<file path="config.mk">
export PLATFORM = sky130hd
export DESIGN_NAME = mwuf_ctrl
export DESIGN_NICKNAME = d
export VERILOG_FILES = /design/src/hw/rtl/mwuf_pkg.sv /design/src/hw/rtl/mwuf_ctrl.sv
export SDC_FILE = /design/constraint.sdc
export NUM_CORES = 1
export LEC_CHECK = 0
export BUFFER_PORTS_ARGS = -buffer_cell sky130_fd_sc_hd__buf_4
export CELL_PAD_IN_SITES_DETAIL_PLACEMENT = 0
export CELL_PAD_IN_SITES_GLOBAL_PLACEMENT = 1
export CORE_MARGIN = 2
export CORE_UTILIZATION = 36
export CTS_BUF_LIST = sky130_fd_sc_hd__clkbuf_2
export CTS_CLUSTER_DIAMETER = 200
export DETAILED_ROUTE_END_ITERATION = 8
export GPL_TIMING_DRIVEN = 0
export MAX_ROUTING_LAYER = met4
export PLACE_DENSITY_LB_ADDON = 0.1
export SLEW_MARGIN = 5
export SYNTH_ARGS = -nofsm -noshare
export SYNTH_HDL_FRONTEND = slang
export SYNTH_SLANG_ARGS = --single-unit
</file>
<file path="constraint.sdc">
create_clock -name clock -period 2.5 [get_ports clock]
set_input_delay 0.125 -clock clock [delete_from_list [all_inputs] [get_ports clock]]
set_output_delay 0.125 -clock clock [all_outputs]
set_load 0.005 [all_outputs]
</file>
<file path="src/hw/rtl/mwuf_pkg.sv">
`timescale 1ns / 1ps

package mwuf_pkg;

   localparam int MAX_ROWS    = 32;
   localparam int MAX_COLUMNS = 32;
   localparam int POINT_DEPTH = (MAX_ROWS + 1) * (MAX_COLUMNS + 1);
   localparam int EDGE_DEPTH  = 2 * MAX_ROWS * MAX_COLUMNS - MAX_ROWS - MAX_COLUMNS;
   localparam int SWEEP_LEN   = (POINT_DEPTH > EDGE_DEPTH) ? POINT_DEPTH : EDGE_DEPTH;

   localparam int SIZE_W  = 6;
   localparam int EDGE_W  = 11;
   localparam int PT_W    = $clog2(POINT_DEPTH);
   localparam int EDGE_AW = $clog2(EDGE_DEPTH);
   localparam int CNT_W   = $clog2(SWEEP_LEN);
   localparam int STEP_W  = $clog2(POINT_DEPTH + 1);
   localparam int DIVC_W  = $clog2(EDGE_W);
   localparam int RANK_W  = 4;

   localparam logic CSR_GRID_ROWS    = 1'b0;
   localparam logic CSR_GRID_COLUMNS = 1'b1;

   typedef enum logic [4:0] {
      ST_CLEAR, ST_IDLE, ST_PINIT, ST_PRD, ST_PCHK, ST_MARK, ST_DIV,
      ST_ADDR1, ST_ADDR2, ST_RA_INIT, ST_RA_RD, ST_RA_CHK, ST_RB_INIT,
      ST_RB_RD, ST_RB_CHK, ST_CMP, ST_RKA, ST_RKB, ST_UNITE, ST_DONE
   } state_type;

   typedef enum logic [1:0] {
      OUT_NONE, OUT_ZERO, OUT_ALL_USED, OUT_WALL
   } out_kind_type;

   typedef struct packed {
      logic         req_ready;
      logic         accept;
      logic         sweep_start;
      logic         sweep_step;
      logic         probe_init;
      logic         probe_step;
      logic         mark;
      logic         div_step;
      logic         addr1;
      logic         addr2;
      logic         root_init_a;
      logic         root_init_b;
      logic         root_step;
      logic         save_ra;
      logic         save_rb;
      logic         rank_sel_b;
      logic         save_rka;
      logic         unite;
      logic         load_out;
      out_kind_type out_kind;
   } cmd_type;

   typedef struct packed {
      logic req_func;
      logic sweep_last;
      logic probe_free;
      logic probe_exhausted;
      logic div_last;
      logic root_done;
      logic roots_equal;
      logic out_free;
   } status_type;

endpackage

</file>
<file path="src/hw/rtl/mwuf_ctrl.sv">
`timescale 1ns / 1ps

module mwuf_ctrl (
   input  logic                 clock,
   input  logic                 reset,
   input  logic                 req_valid,
   input  mwuf_pkg::status_type status,
   output mwuf_pkg::cmd_type    cmd
);

   mwuf_pkg::state_type    state_ff, state_in;
   mwuf_pkg::out_kind_type kind_ff, kind_in;

   always_ff @(posedge clock) begin
      if (reset) begin
         state_ff <= mwuf_pkg::ST_CLEAR;
         kind_ff  <= mwuf_pkg::OUT_NONE;
      end else begin
         state_ff <= state_in;
         kind_ff  <= kind_in;
      end
   end

   always_comb begin
      state_in = state_ff;
      kind_in  = kind_ff;
      case (state_ff)
         mwuf_pkg::ST_CLEAR: begin
            if (status.sweep_last) begin
               state_in = (kind_ff == mwuf_pkg::OUT_NONE) ? mwuf_pkg::ST_IDLE
                                                          : mwuf_pkg::ST_DONE;
            end
         end
         mwuf_pkg::ST_IDLE: begin
            if (req_valid) begin
               if (status.req_func) begin
                  state_in = mwuf_pkg::ST_PINIT;
               end else begin
                  state_in = mwuf_pkg::ST_CLEAR;
                  kind_in  = mwuf_pkg::OUT_ZERO;
               end
            end
         end
         mwuf_pkg::ST_PINIT: state_in = mwuf_pkg::ST_PRD;
         mwuf_pkg::ST_PRD:   state_in = mwuf_pkg::ST_PCHK;
         mwuf_pkg::ST_PCHK: begin
            if (status.probe_free) begin
               state_in = mwuf_pkg::ST_MARK;
            end else if (status.probe_exhausted) begin
               state_in = mwuf_pkg::ST_DONE;
               kind_in  = mwuf_pkg::OUT_ALL_USED;
            end else begin
               state_in = mwuf_pkg::ST_PRD;
            end
         end
         mwuf_pkg::ST_MARK: state_in = mwuf_pkg::ST_DIV;
         mwuf_pkg::ST_DIV: begin
            if (status.div_last) state_in = mwuf_pkg::ST_ADDR1;
         end
         mwuf_pkg::ST_ADDR1:   state_in = mwuf_pkg::ST_ADDR2;
         mwuf_pkg::ST_ADDR2:   state_in = mwuf_pkg::ST_RA_INIT;
         mwuf_pkg::ST_RA_INIT: state_in = mwuf_pkg::ST_RA_RD;
         mwuf_pkg::ST_RA_RD:   state_in = mwuf_pkg::ST_RA_CHK;
         mwuf_pkg::ST_RA_CHK: begin
            state_in = status.root_done ? mwuf_pkg::ST_RB_INIT : mwuf_pkg::ST_RA_RD;
         end
         mwuf_pkg::ST_RB_INIT: state_in = mwuf_pkg::ST_RB_RD;
         mwuf_pkg::ST_RB_RD:   state_in = mwuf_pkg::ST_RB_CHK;
         mwuf_pkg::ST_RB_CHK: begin
            state_in = status.root_done ? mwuf_pkg::ST_CMP : mwuf_pkg::ST_RB_RD;
         end
         mwuf_pkg::ST_CMP: begin
            kind_in  = mwuf_pkg::OUT_WALL;
            state_in = status.roots_equal ? mwuf_pkg::ST_DONE : mwuf_pkg::ST_RKA;
         end
         mwuf_pkg::ST_RKA:   state_in = mwuf_pkg::ST_RKB;
         mwuf_pkg::ST_RKB:   state_in = mwuf_pkg::ST_UNITE;
         mwuf_pkg::ST_UNITE: state_in = mwuf_pkg::ST_DONE;
         mwuf_pkg::ST_DONE: begin
            if (status.out_free) begin
               state_in = mwuf_pkg::ST_IDLE;
               kind_in  = mwuf_pkg::OUT_NONE;
            end
         end
         default: state_in = mwuf_pkg::ST_IDLE;
      endcase
   end

   always_comb begin
      cmd          = '0;
      cmd.out_kind = kind_ff;
      case (state_ff)
         mwuf_pkg::ST_CLEAR: cmd.sweep_step = 1'b1;
         mwuf_pkg::ST_IDLE: begin
            cmd.req_ready   = 1'b1;
            cmd.accept      = req_valid;
            cmd.sweep_start = req_valid && !status.req_func;
         end
         mwuf_pkg::ST_PINIT: cmd.probe_init = 1'b1;
         mwuf_pkg::ST_PCHK: begin
            cmd.probe_step = !status.probe_free && !status.probe_exhausted;
         end
         mwuf_pkg::ST_MARK:    cmd.mark = 1'b1;
         mwuf_pkg::ST_DIV:     cmd.div_step = 1'b1;
         mwuf_pkg::ST_ADDR1:   cmd.addr1 = 1'b1;
         mwuf_pkg::ST_ADDR2:   cmd.addr2 = 1'b1;
         mwuf_pkg::ST_RA_INIT: cmd.root_init_a = 1'b1;
         mwuf_pkg::ST_RA_CHK: begin
            cmd.save_ra   = status.root_done;
            cmd.root_step = !status.root_done;
         end
         mwuf_pkg::ST_RB_INIT: cmd.root_init_b = 1'b1;
         mwuf_pkg::ST_RB_CHK: begin
            cmd.save_rb   = status.root_done;
            cmd.root_step = !status.root_done;
         end
         mwuf_pkg::ST_RKB: begin
            cmd.rank_sel_b = 1'b1;
            cmd.save_rka   = 1'b1;
         end
         mwuf_pkg::ST_UNITE: cmd.unite = 1'b1;
         mwuf_pkg::ST_DONE:  cmd.load_out = status.out_free;
         default: cmd = '0;
      endcase
   end

endmodule

</file>
==> results of run 1 <==
-- worst paths after layout --
path | end | slack, ns | depth (start not counted)
max reg2reg | state_ff[1] | 0.63 | 6
min reg2reg | kind_ff[1] | 0.51 | 2
min | state_ff[4] | 0.12 | 2
max | cmd[1] | 0.54 | 7
-- Yosys cell counts (2+ instances only) --
cell | count | area share, %
a21o_1 | 2 | 1.8
a21oi_1 | 8 | 4.7
a221o_1 | 2 | 2.4
and2_1 | 2 | 1.5
and3_1 | 2 | 1.5
buf_1 | 2 | 0.89
buf_2 | 6 | 3.5
clkbuf_1 | 4 | 1.8
dfxtp_1 | 7 | 17
inv_1 | 7 | 3.1
nand2_1 | 11 | 4.9
nand2b_1 | 4 | 3.0
nand3_1 | 4 | 2.4
nor2_1 | 18 | 8.0
nor3_1 | 12 | 7.1
nor4_1 | 4 | 3.0
o21ai_0 | 7 | 4.1
o21ai_1 | 2 | 1.2
or3_1 | 2 | 1.5
-- stage by stage --
| step | hold slack (ns) | utilization (%) | std cells | power (mW) |
|---|---|---|---|---|
| after floorplan | 0.243 | - | 134 | 0.375 |
| after global placement | 0.369 | 50.1 | 192 | 0.490 |
| after detailed placement | 0.375 | 50.1 | 192 | 0.488 |
| after CTS | 0.0985 | 51.0 | 196 | 0.572 |
| after global routing | 0.0884 | 51.0 | 196 | 0.620 |
| final | 0.116 | 51.0 | 196 | 0.569 |
-- sequential cells by signal, summed over array words and instances (netlist names) --
signal    count
state_ff      5
kind_ff       2
-- layer usage --
metal | vias up | GRT usage, %
li1 | 542 | -
met1 | 509 | 30.1
met2 | 35 | 33.1
met3 | 4 | 2.00
met4 | 0 | 9.83
met5 | - | -
-- power by group --
part / internal, mW / switching [mW]
sequential: 0.127 / 0.0129
combinational: 0.151 / 0.199
clock: 0.0362 / 0.0433
-- kinds of logic after synthesis --
group / after synthesis / share of synthesized area (%)
and+or+nand+nor: 71 / 43.9
DFF: 7 / 16.5
xor gates and xnor gates: 2 / 2.07
buffers and inverters: 21 / 10.6
AOI/OAI and AO/OA: 33 / 26.9
-- area by class of cell --
cell class	count	area, sq um	share of cell area (%)
buffer	13	60.1	5.33
multi-input combinational	106	617	54.7
inverter	8	30.0	2.66
sequential	7	140	12.4
tap	28	35.0	3.11
clock inverter	1	5.00	0.444
clock buffer	3	15.0	1.33
timing repair buffer	30	225	20.0
==> impl_metrics.tcl, run 1 <==
set metrics [dict create \
    status "finished clean" \
    clockBufferDepth 2 \
    postRouteAntennaNets 0 \
    die_y_um 52.5 \
    ys_seq_elements 7 \
    critPathTopFamily "buffers and inverters" \
    syn_inst 134 \
    synth_flop_cell "dfxtp_1" \
    root_buffer "clkbuf_2" \
    clk_pin_slew_worst_paths_ns 0.08 \
    place_ws_ns 0.664 \
    nets 180 \
    rsz0062_at_grt "no" \
    overflow 0 \
    dr.max_layer_used "met4" \
    placed_cell_area_sq_um 1110 \
    crit_chain "buf_2, clkbuf_1, nor2_1, a21oi_1, o221ai_1, nor2_1, buf_4" \
    ctsHtreeMaxLevel 1 \
    numCtsBuffers 3 \
    post-route-period-util_pct 78.3 \
    start_util_pct 38.3 \
    setup_viol_count_final 0 \
    wl_met3_um 158 \
    powerDensity_nw_per_um2 505 \
    cp.arrival_ns 1.83 \
    row_count 17 \
    cts_tree "done" \
    vdd.ir_drop.worst_mv 0.351 \
    n_fill_cell 248 \
    final.setup.tns_ns 0 \
    dp_hpwl_mm 2.17 \
    clk_latency_ns 0.24 \
    drv_cap 0 \
    track_usage_pct 22.1 \
    ys_types 47 \
    final_area_sq_um 1130 \
    grt_pass1_vias 936 \
    crit_required_ns 2.38 \
    post_cts_resized 0 \
    rr_startpoint "state_ff[4]" \
    final_max_slew_viol_count 0 \
    portBuffers 30 \
    via_per_inst 5.56 \
    path_class "reg -> out" \
    syn_to_final_growth_pct 33.1 \
    ys_async_sr_fraction_pct 0 \
    clock-sinks 7 \
    antenna_found_initial 0 \
    synth_area_per_cell_sq_um 6.32 \
    path_buf_inv 3 \
    cp_slowest_stage_delay_ns 0.40 \
    synthesis.nets 145 \
    antenna_cells 0 \
    finalHoldViolCount 0 \
    skew_ns 0.00628 \
    die_w_um 52.5 \
    wl_met2_mm 1.31 \
    gp_congestion 0.898 \
    cp-start-kind "flop" \
    dr.pass1.iters 4 \
    tightest_slew_ns 0.462 \
    hp-class "in -> reg" \
    ys.warnings.count 0 \
    slew_headroom_pct 68.8 \
    ys_seq_area_share_pct 16.5 \
    ioPinCount 32 \
    wl_mm 2.74 \
    drtIter0Drc 35 \
    dieArea_sq_um 2760 \
    grt_pass1_wl_mm 4.35 \
    startpoint "state_ff[3]" \
    setup_ws_ns 0.543 \
    post_cts_buffers 0 \
    endpoint_kind "output port" \
    route.detailed.drc 0 \
    synth_area_sq_um 847 \
    layout_commonest_cell "buf_4" \
    hold_start "status[0]" \
    ctsHoldBuffers 0 \
    clock.fmax_mhz 511 \
    synth_edf_count 0 \
    final_cell_mix "buf_4, nor2_1, nor3_1" \
    slowest_stage "dfxtp_1" \
    crit_fanout 10 \
    core_area_sq_um 2210 \
    m1WireLength_mm 1.24 \
    power_leakage_nw 0.466 \
    min_period_ns 1.96 \
    grt_max_degree 11 \
    path_common_cell "nor2_1" \
    wl_per_cell_um 14.0 \
    drive_above_1_share_pct 28.0 \
    vias 1090 \
]
Power figures use the tool's default switching activity.
==> inputs of run 2 (changes only) <==
CORE_UTILIZATION = 30   (was 36)
clock period = 1.58 ns   (was 2.5 ns; I/O delays follow)
==> impl_metrics.tcl, run 2 (synthesized netlist as in run 1, its figures left out) <==
set metrics [dict create \
    wl_mm 3.03 \
    rr_worst_depth 4 \
    antenna_cells 0 \
    crit_fanout 5 \
    min_period_ns 1.70 \
    row_count 19 \
    clk_pin_slew_worst_paths_ns 0.10 \
    gp_congestion 0.817 \
    clockBufferDepth 2 \
    drive_above_1_share_pct 41.7 \
    vdd.ir_drop.worst_mv 0.524 \
    n_fill_cell 300 \
    overflow 0 \
    setup_ws_ns -0.120 \
    final.setup.tns_ns -0.400 \
    hold_depth 2 \
    dr.pass1.iters 4 \
    critPathTopFamily "simple AND/OR/NAND/NOR gates" \
    slew_headroom_pct 67.2 \
    top_regs "state_ff x5, kind_ff x2" \
    finalHoldViolCount 0 \
    status "finished, violations left" \
    via_per_inst 5.53 \
    top_usage_layer "met2" \
    grtUsageMet2_pct 32.0 \
    ctsHtreeMaxLevel 1 \
    path_class "reg -> reg" \
    grt_pass1_wl_mm 4.95 \
    drv_cap 0 \
    total_power_mw 1.03 \
    tightest_slew_ns 0.487 \
    dieArea_sq_um 3260 \
    syn_to_final_growth_pct 50.8 \
    ctsHoldBuffers 0 \
    final_max_slew_viol_count 0 \
    antenna_found_initial 0 \
    grt_max_degree 11 \
    place_ws_ns -0.280 \
    cp.arrival_ns 1.83 \
    root_buffer "clkbuf_2" \
    post-route-period-util_pct 108 \
    die_y_um 57.1 \
    start_util_pct 31.3 \
    cp_slowest_stage_delay_ns 0.45 \
    powerDensity_nw_per_um2 808 \
    drtIter0Drc 37 \
    largest_reg_flops 5 \
    ioPinCount 32 \
    crit_required_ns 1.71 \
    layout_commonest_cell "buf_4" \
    final_area_sq_um 1280 \
    place_inst 195 \
    final_cell_mix "buf_4, nor2_1, nand2_1" \
    numCtsBuffers 3 \
    crit_chain "or3_4, or4_4, a41oi_4, a221oi_2" \
    setup_viol_count_final 6 \
    rsz0062_at_grt "yes" \
    cts_tree "done" \
    grt_pass1_vias 1017 \
    wl_per_cell_um 15.2 \
    use_met1_pct 26.4 \
    largest-register "state_ff" \
    clock-sinks 7 \
    clk_latency_ns 0.26 \
    skew_ns 0.0116 \
    die_w_um 57.1 \
    slowest_stage "or4_4" \
    path_depth 4 \
    endpoint_kind "flop" \
    cp-start-kind "flop" \
    power_leakage_nw 0.505 \
    hp-class "in -> reg" \
    placed_cell_area_sq_um 1110 \
    path_buf_inv 0 \
    failed_checks "setup timing" \
    dp_hpwl_mm 2.31 \
    postRouteAntennaNets 0 \
    final_util_pct 47.1 \
    core_area_sq_um 2710 \
    portBuffers 30 \
    timing.hold.ws_ns 0.0412 \
    vias 1101 \
    clock.fmax_mhz 588 \
    route.detailed.drc 0 \
    track_usage_pct 19.6 \
    final_cells 199 \
    met3_usage_pct 2.95 \
    nets 180 \
]
## run 2: changes by cell type in the layout (fill, tap and decap cells not counted), sizes merged
cell    previous run  this run
clkbuf             7         5
buf               39        41
## run 2: cell type report
| cell class | instances | area, sq um | area share, % |
|---|---|---|---|
| multi-input cells | 106 | 704 | 55.1 |
| repair buffers | 32 | 240 | 18.8 |
| flip-flops and latches | 7 | 145 | 11.4 |
| plain buffers | 11 | 98.8 | 7.74 |
| well taps | 31 | 38.8 | 3.04 |
| inverters | 8 | 30.0 | 2.35 |
| clock buffers | 3 | 15.0 | 1.18 |
| clock inverters | 1 | 5.00 | 0.392 |
## run 2: power by group
part	switching (mW)	internal, mW	leakage [nW]
sequential	0.0260	0.203	0.0587
clock	0.0845	0.0573	0.0164
combinational	0.352	0.310	0.430
## run 2: what timing repair did
action,4_1_cts,5_1_grt
setup endpoints to repair,18,13
pin swaps,3,1
buffers inserted,1,1
resized for setup,29,8
hold endpoints to repair,0,0
## run 2: layer usage
metal	part of all wire, %	vias up
met2	48	33
met4	1.2	0
met5	0	-
met1	45	515
met3	5.9	4
li1	-	549
## run 2: worst paths after layout
check                    from           to  slack [ns]
hold / removal      status[0]  state_ff[4]        0.04
setup / recovery  state_ff[3]  state_ff[1]       -0.12
hold reg to reg    kind_ff[0]   kind_ff[0]        0.50
setup reg to reg  state_ff[3]  state_ff[1]       -0.12
==> inputs of run 3 (changes only) <==
SKIP_LAST_GASP = 1   (was not set)
==> impl_metrics.tcl, run 3 (synthesized netlist as in run 1, its figures left out) <==
set metrics [dict create \
    powerDensity_nw_per_um2 809 \
    clock.fmax_mhz 585 \
    crit_chain "or3_4, or4_4, a41oi_4, a221oi_2" \
    clock-sinks 7 \
    skew_ns 0.0151 \
    wl_per_cell_um 15.2 \
    setup_viol_count_final 6 \
    rsz0062_at_grt "yes" \
    rr_worst_depth 4 \
    finalHoldViolCount 0 \
    final_max_slew_viol_count 0 \
    clk_pin_slew_worst_paths_ns 0.10 \
    route.detailed.drc 0 \
    dr.pass1.iters 4 \
    cp_slowest_stage_delay_ns 0.45 \
    grt_pass1_vias 1017 \
    failed_checks "setup timing" \
    crit_required_ns 1.71 \
    placed_cell_area_sq_um 1110 \
    root_buffer "clkbuf_2" \
    ctsHtreeMaxLevel 1 \
    drtIter0Drc 27 \
    cts_tree "done" \
    largest_reg_flops 5 \
    slew_headroom_pct 66.9 \
    antenna_cells 0 \
    layout_commonest_cell "buf_4" \
    final_area_sq_um 1270 \
    portBuffers 30 \
    grt_max_degree 11 \
    wl_mm 3.03 \
    startpoint "state_ff[3]" \
    final_cell_mix "buf_4, nor2_1, nand2_1" \
    cp-endpoint "state_ff[1]" \
    hp-class "in -> reg" \
    rr_startpoint "state_ff[3]" \
    r2r-end "state_ff[1]" \
    track_usage_pct 19.6 \
    cp-start-kind "flop" \
    numCtsBuffers 3 \
    setup_ws_ns -0.128 \
    drive_above_1_share_pct 41.7 \
    postRouteAntennaNets 0 \
    overflow 0 \
    vdd.ir_drop.worst_mv 0.529 \
    dp_hpwl_mm 2.31 \
    drv_cap 0 \
    r2r_slack_ns -0.13 \
    grt_pass1_wl_mm 4.95 \
    ioPinCount 32 \
    via_per_inst 5.56 \
    die_w_um 57.1 \
    start_util_pct 31.3 \
    antenna_found_initial 0 \
    die_y_um 57.1 \
    cp.arrival_ns 1.84 \
    top_regs "state_ff x5, kind_ff x2" \
    place_ws_ns -0.280 \
    nets 180 \
    tightest_slew_ns 0.491 \
    clk_latency_ns 0.26 \
    power_leakage_nw 0.504 \
    clockBufferDepth 2 \
    syn_to_final_growth_pct 50.4 \
    gp_congestion 0.817 \
    largest-register "state_ff" \
    vias 1107 \
    dieArea_sq_um 3260 \
    endpoint_kind "flop" \
    post-route-period-util_pct 108 \
    path_class "reg -> reg" \
    crit_fanout 5 \
    min_period_ns 1.71 \
    status "finished, violations left" \
    row_count 19 \
    slowest_stage "or4_4" \
    core_area_sq_um 2710 \
]
==> run 3: timing repair <==
action                     4_1_cts  5_1_grt
gates resized for setup         28        8
setup buffers                    1        1
setup endpoints to repair       18       13
pin swaps                        3        1
hold buffers                     0        0
==> run 3: worst min-delay path by stage <==
stage,start,endpoint,slack [ns],depth (start not counted)
final,status[0],state_ff[4],0.04,2
after global routing,status[0],state_ff[4],0.03,2
after CTS,status[0],state_ff[4],0.05,2
after detailed placement,status[0],state_ff[4],0.33,2
after global placement,status[0],state_ff[4],0.32,2
after floorplan,status[4],cmd[15],0.19,1
==> run 3: routing by layer <==
layer	vias up	track usage, %	share of wire, %
met5	-	-	0
met4	0	2.99	1.2
met3	5	2.95	5.5
met2	37	32.0	48
met1	516	26.4	45
li1	549	-	-
==> run 3: cell type report <==
class	instances	area [sq um]
Inverter	8	30.0
Clock buffer	3	15.0
Timing Repair Buffer	32	240
Buffer	11	95.1
Sequential cell	7	145
Multi-Input combinational cell	106	704
Clock inverter	1	5.00
Fill cell	301	1440
Tap cell	31	38.8
==> run 3: per-stage QoR <==
stage                     util (%)  cells  total power, mW  TNS (ns)  hold WS [ns]
after detailed placement      41.0    195            0.778    -0.968         0.330
after CTS                     45.2    198            0.992    -0.368        0.0519
after floorplan                  -    134            0.594         0         0.193
after global routing          47.0    199             1.11     -1.16        0.0299
after global placement        41.0    195            0.778     -1.03         0.321
final                         47.0    199             1.03    -0.457        0.0391
==> run 3: critical path, delay by kind of cell, from the launching register on <==
kind            cells  cell delay [ns]
flops               1             0.35
compound gates      2             0.37
simple gates        2             0.87
==> run 3: report_power, final <==
part / total, mW / leakage [nW] / switching [mW] / internal [mW]
combinational: 0.659 / 0.429 / 0.352 / 0.307
clock: 0.143 / 0.0164 / 0.0856 / 0.0573
sequential: 0.228 / 0.0587 / 0.0252 / 0.203
total: 1.03 / 0.504 / 0.462 / 0.567
